File: src/design/arithmetic_range_encoder_assert.svh
// Assertion macros for the arithmetic range encoder.
// Included by the top level; expects clk and rst in scope.
`ifndef ARITHMETIC_RANGE_ENCODER_ASSERT_SVH
`define ARITHMETIC_RANGE_ENCODER_ASSERT_SVH

// Same-cycle implication, checked outside reset.
`define ARE_ASSERT_HOLDS(name, ante, cons, msg) \
  name: assert property (@(posedge clk) disable iff (rst) (ante) |-> (cons)) \
    else $error(msg);

// Next-cycle implication, checked outside reset.
`define ARE_ASSERT_NEXT(name, ante, cons, msg) \
  name: assert property (@(posedge clk) disable iff (rst) (ante) |=> (cons)) \
    else $error(msg);

`endif

File: src/design/are_pkg.sv
// Shared constants for the arithmetic range encoder.
// Used by the channel interfaces and the top level; no dependencies.
package are_pkg;

  localparam int FREQ_W      = 14;
  localparam int CODE_W      = 16;
  localparam int WORD_BITS   = 32;
  localparam int POS_W       = $clog2(WORD_BITS);
  localparam int BYTES_W     = 3;
  localparam int STATUS_W    = 2;
  localparam int MAX_RESULTS = 10;
  localparam int RES_W       = 4;
  localparam int Q_W         = CODE_W + 1;
  localparam int DIV_STEPS   = Q_W;
  localparam int PROD_W      = 32;

  localparam logic REQ_ENCODE = 1'b0;
  localparam logic REQ_FLUSH  = 1'b1;

  localparam logic [STATUS_W-1:0] STATUS_OK  = 2'd0;
  localparam logic [STATUS_W-1:0] STATUS_BAD = 2'd1;
  localparam logic [STATUS_W-1:0] STATUS_SAT = 2'd2;

endpackage

File: src/design/are_if.sv
// Valid/ready channel interfaces for encoder requests and code words.
// Depends on are_pkg for the field widths.
interface are_item_if import are_pkg::*; ();
  logic              valid;
  logic              ready;
  logic              req_type;
  logic [FREQ_W-1:0] cum_freq;
  logic [FREQ_W-1:0] sym_freq;
  logic [FREQ_W-1:0] total_freq;

  modport source (output valid, req_type, cum_freq, sym_freq, total_freq, input ready);
  modport sink (input valid, req_type, cum_freq, sym_freq, total_freq, output ready);
endinterface

interface are_result_if import are_pkg::*; ();
  logic                 valid;
  logic                 ready;
  logic [WORD_BITS-1:0] out_word;
  logic [BYTES_W-1:0]   valid_bytes;
  logic                 last_of_run;
  logic [STATUS_W-1:0]  status;

  modport source (output valid, out_word, valid_bytes, last_of_run, status, input ready);
  modport sink (input valid, out_word, valid_bytes, last_of_run, status, output ready);
endinterface

File: src/design/arithmetic_range_encoder.sv
// 16-bit arithmetic encoder with a bit-serial renormalizer and word packer.
// Depends on are_pkg, are_if.sv and arithmetic_range_encoder_assert.svh.
//
// The encoder takes one request at a time. A flush or a request with bad
// frequencies goes through a response state that loads the output register
// once it is free. An encode request forms the two interval products in turn,
// runs a serial restoring divider that scales both interval ends by the total,
// forms the new bounds, runs the renormalization scan and emits the code bits
// bit-serially, one bit per cycle when emission is not stalled. A full
// 32-bit word that cannot leave because the output register is still held
// stalls emission until the word is taken. Words are packed first bit in bit 0.
`include "arithmetic_range_encoder_assert.svh"

module arithmetic_range_encoder import are_pkg::*; #(
  parameter int PENDING_MAX = 255
) (
  input logic         clk,
  input logic         rst,
  are_item_if.sink    item,
  are_result_if.source result
);

  localparam int PW = $clog2(PENDING_MAX + 1);
  localparam int BW = PW + 6;

  localparam logic [2:0] ST_IDLE = 3'd0;
  localparam logic [2:0] ST_MUL  = 3'd1;
  localparam logic [2:0] ST_DIV  = 3'd2;
  localparam logic [2:0] ST_ADJ  = 3'd3;
  localparam logic [2:0] ST_SCAN = 3'd4;
  localparam logic [2:0] ST_EMIT = 3'd5;
  localparam logic [2:0] ST_RESP = 3'd6;

  logic [2:0] state;

  // Coder state.
  logic [CODE_W-1:0]    interval_low;
  logic [CODE_W-1:0]    interval_high;
  logic [PW-1:0]        pending_count;
  logic [WORD_BITS-1:0] word_buffer;
  logic [POS_W-1:0]     bit_position;

  // Arithmetic datapath.
  logic [FREQ_W-1:0] c_r;
  logic [FREQ_W:0]   cs_r;
  logic [FREQ_W-1:0] t_r;
  logic [Q_W-1:0]    rng;
  logic              mul_step;
  logic [FREQ_W:0]   rem_hi;
  logic [FREQ_W:0]   rem_lo;
  logic [Q_W-1:0]    q_hi;
  logic [Q_W-1:0]    q_lo;
  logic [POS_W-1:0]  div_cnt;

  // Renormalization and emission.
  logic [CODE_W-1:0] em_sr;
  logic [POS_W:0]    m_cnt;
  logic              first_done;
  logic              first_bit;
  logic [PW-1:0]     pend_new;
  logic              sat_flag;
  logic [RES_W-1:0]  nres;
  logic [RES_W-1:0]  res_idx;

  // Held single response and the output register.
  logic [WORD_BITS-1:0] resp_word;
  logic [BYTES_W-1:0]   resp_bytes;
  logic [STATUS_W-1:0]  resp_status;
  logic                 out_valid;
  logic [WORD_BITS-1:0] out_word;
  logic [BYTES_W-1:0]   out_bytes;
  logic                 out_last;
  logic [STATUS_W-1:0]  out_status;

  // Request decode.
  logic [FREQ_W:0] cs_sum;
  logic            freq_bad;
  logic [Q_W-1:0]  rng_now;

  assign cs_sum   = {1'b0, item.cum_freq} + {1'b0, item.sym_freq};
  assign freq_bad = (item.sym_freq == '0) || (item.total_freq == '0) ||
                    (cs_sum > {1'b0, item.total_freq});
  assign rng_now  = {1'b0, interval_high} + Q_W'(1) - {1'b0, interval_low};

  // One shared multiplier, used for the upper end first, then the lower.
  logic [FREQ_W:0]   mul_b;
  logic [PROD_W-1:0] prod;

  assign mul_b = mul_step ? {1'b0, c_r} : cs_r;
  assign prod  = {{(PROD_W - Q_W){1'b0}}, rng} * {{(PROD_W - FREQ_W - 1){1'b0}}, mul_b};

  // One restoring step per cycle on both quotients.
  logic [FREQ_W+1:0] r2_hi;
  logic [FREQ_W+1:0] r2_lo;
  logic              ge_hi;
  logic              ge_lo;
  logic [FREQ_W+1:0] sub_hi;
  logic [FREQ_W+1:0] sub_lo;

  assign r2_hi  = {rem_hi, q_hi[Q_W-1]};
  assign r2_lo  = {rem_lo, q_lo[Q_W-1]};
  assign ge_hi  = r2_hi >= {2'b00, t_r};
  assign ge_lo  = r2_lo >= {2'b00, t_r};
  assign sub_hi = r2_hi - {2'b00, t_r};
  assign sub_lo = r2_lo - {2'b00, t_r};

  // New bounds from the quotients.
  logic [Q_W-1:0] hi_sum;
  logic [Q_W-1:0] lo_sum;

  assign hi_sum = {1'b0, interval_low} + q_hi - Q_W'(1);
  assign lo_sum = {1'b0, interval_low} + q_lo;

  // Scan conditions.
  logic scan_match;
  logic scan_under;

  assign scan_match = interval_high[CODE_W-1] == interval_low[CODE_W-1];
  assign scan_under = !interval_high[CODE_W-2] && interval_low[CODE_W-2];

  // Number of result words this encode will fill.
  logic [BW-1:0] emit_total;
  logic [BW-1:0] nwords;

  assign emit_total = BW'(bit_position) + BW'(m_cnt) +
                      ((m_cnt != '0) ? BW'(pending_count) : BW'(0));
  assign nwords     = emit_total >> POS_W;

  // Emission: first renormalization bit, then pending bits, then the rest.
  logic                 use_pend;
  logic                 use_sr;
  logic                 emit_bit;
  logic                 bval;
  logic                 word_full;
  logic                 push;
  logic                 out_free;
  logic                 go;
  logic                 load_out;
  logic [WORD_BITS-1:0] filled;
  logic [STATUS_W-1:0]  item_status;

  assign use_pend    = first_done && (pending_count != '0);
  assign use_sr      = !use_pend && (m_cnt != '0);
  assign emit_bit    = use_pend || use_sr;
  assign bval        = use_pend ? ~first_bit : em_sr[CODE_W-1];
  assign word_full   = bit_position == POS_W'(WORD_BITS - 1);
  assign push        = emit_bit && word_full && (res_idx < nres);
  assign out_free    = !out_valid || result.ready;
  assign go          = emit_bit && (!push || out_free);
  assign filled      = word_buffer | (WORD_BITS'(bval) << bit_position);
  assign item_status = sat_flag ? STATUS_SAT : STATUS_OK;

  // The output register takes a new word or a held response this cycle.
  assign load_out = ((state == ST_EMIT) && go && push) ||
                    ((state == ST_RESP) && out_free);

  assign item.ready         = state == ST_IDLE;
  assign result.valid       = out_valid;
  assign result.out_word    = out_word;
  assign result.valid_bytes = out_bytes;
  assign result.last_of_run = out_last;
  assign result.status      = out_status;

  always_ff @(posedge clk) begin
    if (rst) begin
      state         <= ST_IDLE;
      interval_low  <= '0;
      interval_high <= '1;
      pending_count <= '0;
      word_buffer   <= '0;
      bit_position  <= '0;
      out_valid     <= 1'b0;
    end else begin
      if (load_out) begin
        out_valid <= 1'b1;
      end else if (result.ready) begin
        out_valid <= 1'b0;
      end

      case (state)
        ST_IDLE: begin
          if (item.valid) begin
            if (item.req_type == REQ_FLUSH) begin
              resp_word    <= word_buffer;
              resp_bytes   <= BYTES_W'(({1'b0, bit_position} + (POS_W + 1)'(7)) >> 3);
              resp_status  <= STATUS_OK;
              word_buffer  <= '0;
              bit_position <= '0;
              state        <= ST_RESP;
            end else if (freq_bad) begin
              resp_word   <= '0;
              resp_bytes  <= '0;
              resp_status <= STATUS_BAD;
              state       <= ST_RESP;
            end else begin
              c_r      <= item.cum_freq;
              cs_r     <= cs_sum;
              t_r      <= item.total_freq;
              rng      <= rng_now;
              mul_step <= 1'b0;
              state    <= ST_MUL;
            end
          end
        end

        ST_MUL: begin
          // The quotient fits in Q_W bits, so the top of the product is
          // already below the total and seeds the remainder.
          mul_step <= 1'b1;
          div_cnt  <= '0;
          if (!mul_step) begin
            rem_hi <= prod[PROD_W-1:Q_W];
            q_hi   <= prod[Q_W-1:0];
          end else begin
            rem_lo <= prod[PROD_W-1:Q_W];
            q_lo   <= prod[Q_W-1:0];
            state  <= ST_DIV;
          end
        end

        ST_DIV: begin
          rem_hi  <= ge_hi ? sub_hi[FREQ_W:0] : r2_hi[FREQ_W:0];
          rem_lo  <= ge_lo ? sub_lo[FREQ_W:0] : r2_lo[FREQ_W:0];
          q_hi    <= {q_hi[Q_W-2:0], ge_hi};
          q_lo    <= {q_lo[Q_W-2:0], ge_lo};
          div_cnt <= div_cnt + POS_W'(1);
          if (div_cnt == POS_W'(DIV_STEPS - 1)) begin
            state <= ST_ADJ;
          end
        end

        ST_ADJ: begin
          interval_high <= hi_sum[CODE_W-1:0];
          interval_low  <= lo_sum[CODE_W-1:0];
          em_sr         <= lo_sum[CODE_W-1:0];
          m_cnt         <= '0;
          pend_new      <= pending_count;
          sat_flag      <= 1'b0;
          first_done    <= 1'b0;
          res_idx       <= '0;
          state         <= ST_SCAN;
        end

        ST_SCAN: begin
          if (scan_match) begin
            interval_high <= {interval_high[CODE_W-2:0], 1'b1};
            interval_low  <= {interval_low[CODE_W-2:0], 1'b0};
            m_cnt         <= m_cnt + (POS_W + 1)'(1);
            pend_new      <= '0;
          end else if (scan_under) begin
            // Keep the top bit and drop the second one.
            interval_high <= {1'b1, interval_high[CODE_W-3:0], 1'b1};
            interval_low  <= {1'b0, interval_low[CODE_W-3:0], 1'b0};
            if (pend_new >= PW'(PENDING_MAX)) begin
              sat_flag <= 1'b1;
            end else begin
              pend_new <= pend_new + PW'(1);
            end
          end else begin
            nres  <= (nwords > BW'(MAX_RESULTS)) ? RES_W'(MAX_RESULTS) : nwords[RES_W-1:0];
            state <= ST_EMIT;
          end
        end

        ST_EMIT: begin
          if (!emit_bit) begin
            pending_count <= pend_new;
            resp_word     <= '0;
            resp_bytes    <= '0;
            resp_status   <= STATUS_SAT;
            state         <= (sat_flag && (nres == '0)) ? ST_RESP : ST_IDLE;
          end else if (go) begin
            if (use_pend) begin
              pending_count <= pending_count - PW'(1);
            end else begin
              em_sr      <= {em_sr[CODE_W-2:0], 1'b0};
              m_cnt      <= m_cnt - (POS_W + 1)'(1);
              first_done <= 1'b1;
              if (!first_done) begin
                first_bit <= em_sr[CODE_W-1];
              end
            end
            bit_position <= bit_position + POS_W'(1);
            word_buffer  <= word_full ? '0 : filled;
            if (push) begin
              out_word   <= filled;
              out_bytes  <= BYTES_W'(WORD_BITS / 8);
              out_last   <= res_idx == RES_W'(nres - RES_W'(1));
              out_status <= item_status;
              res_idx    <= res_idx + RES_W'(1);
            end
          end
        end

        ST_RESP: begin
          if (out_free) begin
            out_word   <= resp_word;
            out_bytes  <= resp_bytes;
            out_last   <= 1'b1;
            out_status <= resp_status;
            state      <= ST_IDLE;
          end
        end

        default: begin
          state <= ST_IDLE;
        end
      endcase
    end
  end

  // After the scan the interval straddles the midpoint.
  `ARE_ASSERT_HOLDS(a_emit_straddles, state == ST_EMIT, interval_high[CODE_W-1] && !interval_low[CODE_W-1], "interval does not straddle the midpoint during emission")
  // A saturated request leaves the pending count pinned at its limit.
  `ARE_ASSERT_HOLDS(a_sat_pinned, sat_flag && (state == ST_SCAN || state == ST_EMIT), pend_new == PW'(PENDING_MAX), "saturation flagged below the pending limit")
  // A flush request empties the packer.
  `ARE_ASSERT_NEXT(a_flush_clears, item.valid && item.ready && item.req_type == REQ_FLUSH, bit_position == '0 && word_buffer == '0, "flush did not clear the packer")

endmodule
File: src/flat_wrapper.sv
// flat-port wrapper written by rule: the top's interface ports become plain ports
module arithmetic_range_encoder_flat import are_pkg::*;
#(
  parameter int PENDING_MAX = 255
)
  (clk, rst, item_valid, item_req_type, item_cum_freq, item_sym_freq, item_total_freq, item_ready, result_valid, result_out_word, result_valid_bytes, result_last_of_run, result_status, result_ready);
  are_item_if item_i ();
  are_result_if result_i ();
  input logic clk;
  input logic rst;
  input wire logic [$bits(item_i.valid)-1:0] item_valid;
  input wire logic [$bits(item_i.req_type)-1:0] item_req_type;
  input wire logic [$bits(item_i.cum_freq)-1:0] item_cum_freq;
  input wire logic [$bits(item_i.sym_freq)-1:0] item_sym_freq;
  input wire logic [$bits(item_i.total_freq)-1:0] item_total_freq;
  output wire logic [$bits(item_i.ready)-1:0] item_ready;
  output wire logic [$bits(result_i.valid)-1:0] result_valid;
  output wire logic [$bits(result_i.out_word)-1:0] result_out_word;
  output wire logic [$bits(result_i.valid_bytes)-1:0] result_valid_bytes;
  output wire logic [$bits(result_i.last_of_run)-1:0] result_last_of_run;
  output wire logic [$bits(result_i.status)-1:0] result_status;
  input wire logic [$bits(result_i.ready)-1:0] result_ready;
  assign item_i.valid = item_valid;
  assign item_i.req_type = item_req_type;
  assign item_i.cum_freq = item_cum_freq;
  assign item_i.sym_freq = item_sym_freq;
  assign item_i.total_freq = item_total_freq;
  assign item_ready = item_i.ready;
  assign result_valid = result_i.valid;
  assign result_out_word = result_i.out_word;
  assign result_valid_bytes = result_i.valid_bytes;
  assign result_last_of_run = result_i.last_of_run;
  assign result_status = result_i.status;
  assign result_i.ready = result_ready;
  arithmetic_range_encoder #(.PENDING_MAX(PENDING_MAX)) u_core (.clk(clk), .rst(rst), .item(item_i), .result(result_i));
endmodule
File: config.mk
export PLATFORM = sky130hd
export DESIGN_NAME = arithmetic_range_encoder_flat
export DESIGN_NICKNAME = d
export VERILOG_FILES = /design/src/design/are_pkg.sv /design/src/design/are_if.sv /design/src/design/arithmetic_range_encoder.sv /design/src/flat_wrapper.sv
export VERILOG_INCLUDE_DIRS = /design/src /design/src/design
export SDC_FILE = /design/constraint.sdc
export NUM_CORES = 1
export LEC_CHECK = 0
export BUFFER_PORTS_ARGS = -buffer_cell sky130_fd_sc_hd__buf_2
export CELL_PAD_IN_SITES_DETAIL_PLACEMENT = 1
export CELL_PAD_IN_SITES_GLOBAL_PLACEMENT = 2
export CORE_MARGIN = 10
export CORE_UTILIZATION = 30
export DETAILED_ROUTE_END_ITERATION = 8
export PLACE_DENSITY = 0.72
export SYNTH_ARGS = -nofsm -noshare
export SYNTH_HDL_FRONTEND = slang
export SYNTH_SLANG_ARGS = --single-unit
export TNS_END_PERCENT = 100
File: constraint.sdc
create_clock -name clk -period 11.3 [get_ports clk]
set_input_delay 0 -clock clk [delete_from_list [all_inputs] [get_ports clk]]
set_output_delay 0 -clock clk [all_outputs]
set_load 0.03 [all_outputs]
# Yosys cells after proc, flatten, opt, wreduce, memory -nomap -nowiden
# Index checks and enable logic that the tools add are counted.
# word_totals
reg_bits	327
out_inout_bits	40
elab_cells	265
# op_classes
add_sub_neg	19
mul	1
n_lt_le_gt_ge	6
eq_ne	33
n_shift	1
muxes	112
n_bitwise	9
reduce_logical	52
# op_table
operator	n
2-to-1 mux 32 bit	13
one-hot mux 32 bit (2 select lines)	3
2-to-1 mux 16 bit	7
one-hot mux 16 bit (2 select lines)	3
2-to-1 mux 15 bit	5
one-hot mux 17 bit (2 select lines)	2
one-hot mux 15 bit (2 select lines)	2
2-to-1 mux 8 bit	7
2-to-1 mux 3 bit	18
AND reduction 5 bit	7
2-to-1 mux 17 bit	2
adder 16 bit	2
greater-or-equal comparator 16 x 14 -> 1 bit	2
multiplier 17 x 15 -> 32 bit	1
OR 32 bit	1
<< shifter 1 x 5 -> 32 bit	1
subtractor 15 x 14 -> 15 bit	2
logical NOT 14 bit	2
2-to-1 mux 6 bit	4
one-hot mux 3 bit (7 select lines)	1
2-to-1 mux 5 bit	4
inequality test 2 x 1 -> 1 bit, second input constant	10
inequality test 2 bit, second input constant	10
one-hot mux 5 bit (2 select lines)	2
other kinds (50)	122

# Depth between registers and ports, before layout
# Gate-level depths: netlist of run 1.
# logic_depth
ltp_word	14
ltp_mapped	27
mapped_depth_nobuf	24

# Worst setup path before layout of run 1
# OpenSTA, ideal clock, no wires.
# synth_path
kind	register to register
from	register u_core.mul_step
to	register u_core.rem_hi[12] (data pin)
setup_time_ns	0.270
t_arrival_ns	6.802
required_ns	11.030
setup_slack_ns	4.228
stages_incl_launch_ff	24
n_path_buf	2
period_less_slack_ns	7.072
cell_sequence	edfxtp_1 > clkbuf_1 > mux2i_1 > clkbuf_1 > nor2b_1 > fa_1 > inv_1 > fa_1 > inv_1 > fa_1 > inv_1 > fa_1 > inv_1 > fa_1 > fa_1 > ha_1 > a2111oi_0 > nand2b_1 > a221o_1 > a32oi_1 > a21oi_1 > a311o_1 > a21oi_1 > a21oi_1
# synth_via
elab_chain_cells	4
# synth_lines
item	line_no	rtl
start, declared	arithmetic_range_encoder.sv:48	logic mul_step;
start signal, assigned	arithmetic_range_encoder.sv:200	mul_step <= 1'b0;
start signal, assigned	arithmetic_range_encoder.sv:209	mul_step <= 1'b1;
2-to-1 mux 15 bit	arithmetic_range_encoder.sv:89	assign mul_b = mul_step ? {1'b0, c_r} : cs_r;
multiplier 17 x 15 -> 32 bit	arithmetic_range_encoder.sv:90	assign prod = {{(PROD_W - Q_W){1'b0}}, rng} * {{(PROD_W - FREQ_W - 1){1'b0}}, mul_b};
2-to-1 mux 15 bit	arithmetic_range_encoder.sv:211	if (!mul_step) begin
one-hot mux 15 bit (2 select lines)	arithmetic_range_encoder.sv:180	case (state)
end signal, assigned	arithmetic_range_encoder.sv:212	rem_hi <= prod[PROD_W-1:Q_W];
end signal, assigned	arithmetic_range_encoder.sv:222	rem_hi <= ge_hi ? sub_hi[FREQ_W:0] : r2_hi[FREQ_W:0];
end, declared	arithmetic_range_encoder.sv:49	logic [FREQ_W:0] rem_hi;
# Every way passes these cells. The select of a mux whose other input is x is not followed.
# A chain may end at the register's enable or synchronous reset.

# Final worst setup path of run 1
# layout_path
from	register u_core.mul_step
to	register u_core.rem_hi[14] (data pin)
# The elaborated chain is that of the path after synthesis.

==> flow_summary.ini, run 1 <==
[clock_network]
clockBufferDepth = 3
h-tree-depth = 2
cts-root-buf = clkbuf_16
numCtsBuffers = 40
path_clk_slew_ns = 0.06
clock_sinks = 327
cts_tree = done
clk_latency_ns = 0.59
post-cts-setup-buffer-count = 0

[synth]
yosys.area.top_type = edfxtp_1
seq_area_frac_synth_pct = 32.84
synth_edf_count = 246
synth.area.top_cells = edfxtp_1 (27%), fa_1 (15%), ha_1 (12%), dfxtp_1 (5.9%), nand2_1 (4.9%)
synthCells = 2901
async_reset_ff_share_pct = 0
synthFlopType = edfxtp_1
synth.cell_area_um2 = 27430
netlist.area_leader.share_pct = 26.93
yosysMostFrequentCell = nand2_1
syn_area_per_cell_um2 = 9.457
synth_common_cells = nand2_1 (361), inv_1 (354), ha_1 (258)
syn-num-nets = 3407
synth_cell_type_count = 72
ys_warn_count = 0
ys_seq_elements = 327

[hold_path]
hold_path_end = u_core.cs_r[12]
hp-start = item_sym_freq[12]
min_path_type = input port to flip-flop
whs_path_depth = 3

[sta]
slew_headroom_pct = 19.29
maxSlewViolCount = 0
setup_violations = 0
hold_viol = 0
skew_ns = 0.02488
clock.fmax_mhz = 128.6
fin_crit_ns = 7.777
final.setup.tns_ns = 0
rsz0062_at_grt = false
layout_worst_path_cycle_share_pct = 68.82
worst_pin_slew_ns = 1.211

[finish]
final-seq-area_um2 = 9009
final_core_util_pct = 34.11
drive_above_1_share_pct = 6.958
multi_input_area_um2 = 16700
n_fill_cell = 10380
nets = 3492
area_delta_synth_final_pct = 12.44

[floorplanning]
die_h_um = 322.4
coreArea_um2 = 90420
die_w_um = 322.4
fp.dieArea_um2 = 103900
row_count = 110
start_util_pct = 30.34
boundaryPins = 87

[drt]
postRouteAntennaNets = 0
vias_per_cell = 4.959
wirelength_um = 83600
drt_first_pass_iters = 5
first_iter_violations = 1078
drc = 0
vias = 20810
wl_per_cell_um = 19.92

[worst_setup_path]
end_kind = flip-flop
critPathRequiredTime_ns = 11.60
path_common_cell = fa_1
path_cells = mux2i_1 -> buf_4 -> nor2b_1 -> fa_1 -> inv_1 -> fa_1 -> inv_1 -> fa_1 -> inv_1 -> fa_1 -> inv_1 -> fa_1 -> fa_1 -> ha_1 -> a2111oi_0 -> nand2b_1 -> a221o_1 -> a32oi_1 -> a21oi_1 -> a22oi_1 -> mux2i_1 -> a211oi_1
critical_path_class = flip-flop to flip-flop
critPathLaunchType = flip-flop
r2r_end = u_core.rem_hi[14]
critPathSlowestCell = edfxtp_1
cpPeakStageDelay_ns = 0.96
ff2ff_setup_slack_ns = 3.52
worst-r2r-cell-count = 22
regToRegStartpoint = u_core.mul_step
arrival_ns = 8.07
path_max_fanout = 17

[global_route]
grt_overflow = 0
grt_pass1_wl_um = 131800
grt_pass1_vias = 22160
antenna_found_initial = 4
grtUsageTotal_pct = 16.00
grt_max_degree = 61

[placement]
globalplace.congestion = 0.8035
io_buffer_count = 86
dpl.hpwl_um = 63200

[job]
maxCapViolations = 0

[outcome]
outcome = completed
==> repair_timing <==
action / CTS / global route
gates resized for setup: 0 / 0
hold buffers: 38 / 0
endpoints found under the hold margin: 56 / 0
setup endpoints to repair: 0 / 0
==> cell families (layout without fill, tap and decap cells) <==
family | after synthesis | count (layout) | share of synthesized area [%]
buf+inv | 467 | 584 | 6.467
other cells | 0 | 2 | 0
xor+xnor | 120 | 120 | 3.831
compound gates | 535 | 535 | 12.13
mux | 37 | 37 | 1.405
flops | 327 | 327 | 32.84
fa+ha+maj | 459 | 459 | 26.43
simple gates | 956 | 956 | 16.89
==> metal layers <==
metal / track usage, % / up-vias / part of all wire (%)
met4: 4.209 / 0 / 2.6
met1: 21.89 / 10440 / 47
li1: - / 10020 / -
met3: 1.666 / 75 / 3.5
met5: 0 / - / 0
met2: 26.65 / 272 / 47
==> layout make-up <==
type                       instances  area share, %
timing repair buffer             156          3.407
antenna                            2        0.01623
clock inverter                    28         0.7910
sequential                       327          29.21
multi-input combinational       2107          54.15
clock buffer                      46          3.351
tap                             1176          4.770
inverter                         354          4.308
==> sequential cells by signal, indices dropped and copies added (netlist names), 16 cells and up <==
register / flops
u_core.q_lo: 17
u_core.em_sr: 16
u_core.resp_word: 32
u_core.rng: 17
u_core.q_hi: 17
u_core.interval_high: 16
u_core.word_buffer: 32
u_core.interval_low: 16
u_core.result.out_word: 32
==> critical path: cells and delay by family (launching register included) <==
kind	cells	cell delay, ns
multiplexers	2	0.57
AO/OA/AOI/OAI	6	1.72
adder cells (fa/ha/maj)	7	3.49
buffers and inverters	5	0.47
AND/OR/NAND/NOR	2	0.23
flip-flops	1	0.96
==> worst max path at each step <==
| stage | depth (start not counted) | end | from | slack, ns |
|---|---|---|---|---|
| 3_3_place_gp | 22 | u_core.rem_lo[12] | u_core.mul_step | 3.67 |
| 6_report | 22 | u_core.rem_hi[14] | u_core.mul_step | 3.52 |
| 2_1_floorplan | 23 | u_core.rem_hi[12] | u_core.mul_step | 4.23 |
| 3_5_place_dp | 22 | u_core.rem_hi[14] | u_core.mul_step | 3.55 |
| 4_1_cts | 22 | u_core.rem_hi[14] | u_core.mul_step | 3.53 |
| 5_1_grt | 22 | u_core.rem_hi[14] | u_core.mul_step | 3.07 |
==> through the flow <==
step	instances	hold slack, ns	instance area [um^2]	worst slack, ns
final	4196	0.03678	30850	3.523
after global routing	4194	0.04298	30840	3.067
after CTS	4194	0.002560	30840	3.529
after detailed placement	4082	0.1984	29180	3.545
after global placement	4082	0.2059	29180	3.666
after floorplan	2901	0.09887	27430	4.228
==> cells in the final DEF (no fill, tap or decap), drive strengths merged, types with 21 or more instances in the layout <==
cell type	count
nand2b	32
o21ai	142
nor2b	115
mux2i	25
nand2	361
dfxtp	81
a211oi	27
buf	118
nand3	43
xnor2	71
a21oi	170
and2	81
edfxtp	246
and3	54
dlygate4sd3	38
ha	258
clkinv	23
nor2	153
xor2	49
clkbuf	46
nor3	42
nor4	21
fa	201
inv	356
a21o	47
Power of run 1 is left out: the tool's default activity adds up to more than one toggle a clock period on the data nets, which glitch-free logic cannot reach.
==> run 2: changes to the inputs <==
- ABC_AREA: default -> 1
- PLACE_DENSITY: 0.72 -> 0.77
- clock period: 11.3 -> 6.59 ns (I/O delays scaled with it)
==> flow_summary.ini, run 2 <==
[outcome]
outcome = completed

[drt]
wl_per_cell_um = 20.38
first_iter_violations = 1603
drc = 0
postRouteAntennaNets = 0
drt_first_pass_iters = 5
vias = 23890
wirelength_um = 99200
vias_per_cell = 4.908

[global_route]
grtUsageTotal_pct = 17.97
antenna_found_initial = 6
grt_overflow = 0
grt_pass1_vias = 24810
grt_pass1_wl_um = 150300
grt_max_degree = 61

[worst_setup_path]
critPathRequiredTime_ns = 6.92
end_kind = flip-flop
critical_path_class = flip-flop to flip-flop
path_max_fanout = 7
critPathLaunchType = flip-flop
arrival_ns = 6.88

[floorplanning]
die_h_um = 325.2
fp.dieArea_um2 = 105800
row_count = 111
start_util_pct = 30.35
coreArea_um2 = 92080
boundaryPins = 87
die_w_um = 325.2

[clock_network]
clockBufferDepth = 3
cts_tree = done
clk_latency_ns = 0.60
clock_sinks = 327
h-tree-depth = 2
path_clk_slew_ns = 0.06
cts-root-buf = clkbuf_16
numCtsBuffers = 40

[job]
maxCapViolations = 0

[synth]
ys_warn_count = 0
synth_cell_type_count = 60
ys_seq_elements = 327
syn-num-nets = 3868
synth_edf_count = 246
syn_area_per_cell_um2 = 8.314
seq_area_frac_synth_pct = 32.23
netlist.area_leader.share_pct = 26.43
yosys.area.top_type = edfxtp_1
synth.area.top_cells = edfxtp_1 (26%), fa_1 (14%), ha_1 (12%), nand2_1 (9.0%), inv_1 (7.4%)
async_reset_ff_share_pct = 0
synthFlopType = edfxtp_1
yosysMostFrequentCell = nand2_1
synth.cell_area_um2 = 27950
synth_common_cells = nand2_1 (672), inv_1 (554), nor2_1 (367)
synthCells = 3362

[finish]
n_fill_cell = 10860
final_cell_mix = nand2_1 (642), inv_1 (533), nor2_1 (353)
area_delta_synth_final_pct = 19.41
reg_top3 = u_core.resp_word: 32 flops, u_core.result.out_word: 32 flops, u_core.word_buffer: 32 flops
fin_area_um2 = 33380
final_common_cell = nand2_1
drive_above_1_share_pct = 14.02
nets = 4097

[sta]
fin_crit_ns = 6.546
setup_violations = 0
clock.fmax_mhz = 152.8
worst_pin_slew_ns = 0.9344
slew_headroom_pct = 37.64
rsz0062_at_grt = true
hold_viol = 0
maxSlewViolCount = 0
skew_ns = 0.03685
layout_worst_path_cycle_share_pct = 99.34

[placement]
io_buffer_count = 86
dpl.hpwl_um = 76670
globalplace.congestion = 0.9011
placed_cell_area_um2 = 30490

[hold_path]
min_path_type = input port to flip-flop
[run 2: changes by cell type in the layout (fill, tap and decap cells not counted), moves of 55 or more]
cell	previous run	this run
a21oi_1	169	229
and2_1	80	1
nand3_1	43	98
nand2_1	359	642
nor2b_1	114	0
buf_4	32	130
nor2_1	149	353
inv_1	354	533
[run 2: path summary, 6_finish.rpt]
check	cells past startpoint	start	slack, ns	end
worst max-delay path	26	u_core.mul_step	0.04	u_core.rem_hi[12]
worst min-delay path	6	item_sym_freq[13]	0.02	u_core.cs_r[14]
worst max register to register	26	u_core.mul_step	0.04	u_core.rem_hi[12]
worst min register to register	2	u_core.word_buffer[7]	0.46	u_core.word_buffer[7]
[run 2: cells by family (layout without fill, tap and decap cells)]
logic type                 count (synthesis)  after routing  synth area share (%)
DFF                                      327            327                 32.23
xor gates and xnor gates                  97             97                 3.040
AOI/OAI and AO/OA                        556            556                 11.16
buffers and inverters                    668            929                 9.136
adders and majority gates                459            459                 25.95
other                                      0              1                     0
muxes                                      1              1               0.03581
and+or+nand+nor                         1254           1254                 18.45
[run 2: cell type report]
cell class                      instances  area, um^2  area share, %
Clock buffer                           52        1066          3.194
Antenna cell                            1       2.502       0.007498
Multi-Input combinational cell       2367       17120          51.29
Inverter                              577        2195          6.575
Timing Repair Buffer                  276        2176          6.519
Sequential cell                       327        9009          26.99
Timing Repair inverter                  2       12.51        0.03749
Clock inverter                         22       241.5         0.7235
Tap cell                             1243        1555          4.660
[run 2: per-layer routing]
layer	GRT usage (%)	part of all wire (%)
met5	0	0
met4	4.250	2.4
met3	2.277	4.5
met2	29.44	47
met1	24.90	47
[run 2: worst max-delay path: stages, from the launching register on]
cell,delay [ns]
edfxtp_1,0.41
clkinvlp_4,0.15
buf_4,0.16
or2_2,0.30
o21ai_4,0.10
buf_12,0.15
buf_6,0.16
nor2_1,0.08
fa_1,0.55
inv_1,0.06
fa_1,0.48
inv_1,0.06
fa_1,0.51
fa_1,0.44
fa_1,0.54
fa_1,0.56
ha_1,0.36
nand2_1,0.15
nor2_2,0.18
nand2_1,0.08
nand2_1,0.15
nand3_2,0.08
o211ai_1,0.15
a21oi_1,0.11
o21ai_1,0.11
buf_4,0.16
nand2_2,0.05
[run 2: per-stage QoR]
step / util, % / hold slack, ns / setup slack (ns) / setup TNS (ns) / cells
after floorplan: - / 0.09887 / 0.3146 / 0 / 3362
after global placement: 33.11 / 0.1977 / -0.2129 / -2.566 / 4708
after detailed placement: 33.11 / 0.2015 / -0.3120 / -5.364 / 4708
after CTS: 35.14 / 0.01529 / -0.02203 / -0.03289 / 4831
after global routing: 36.24 / 0.05461 / -0.1638 / -2.959 / 4866
final: 36.25 / 0.02440 / 0.04373 / 0 / 4867
[run 2: timing repair]
item / in CTS / in global routing
hold buffers: 33 / 0
pin swaps: 3 / 83
cloned: 1 / 4
endpoints found under the setup margin: 39 / 44
setup buffers: 15 / 31
hold endpoints to repair: 39 / 0
gates resized for setup: 36 / 179
Power of run 2 is left out for the same reason.
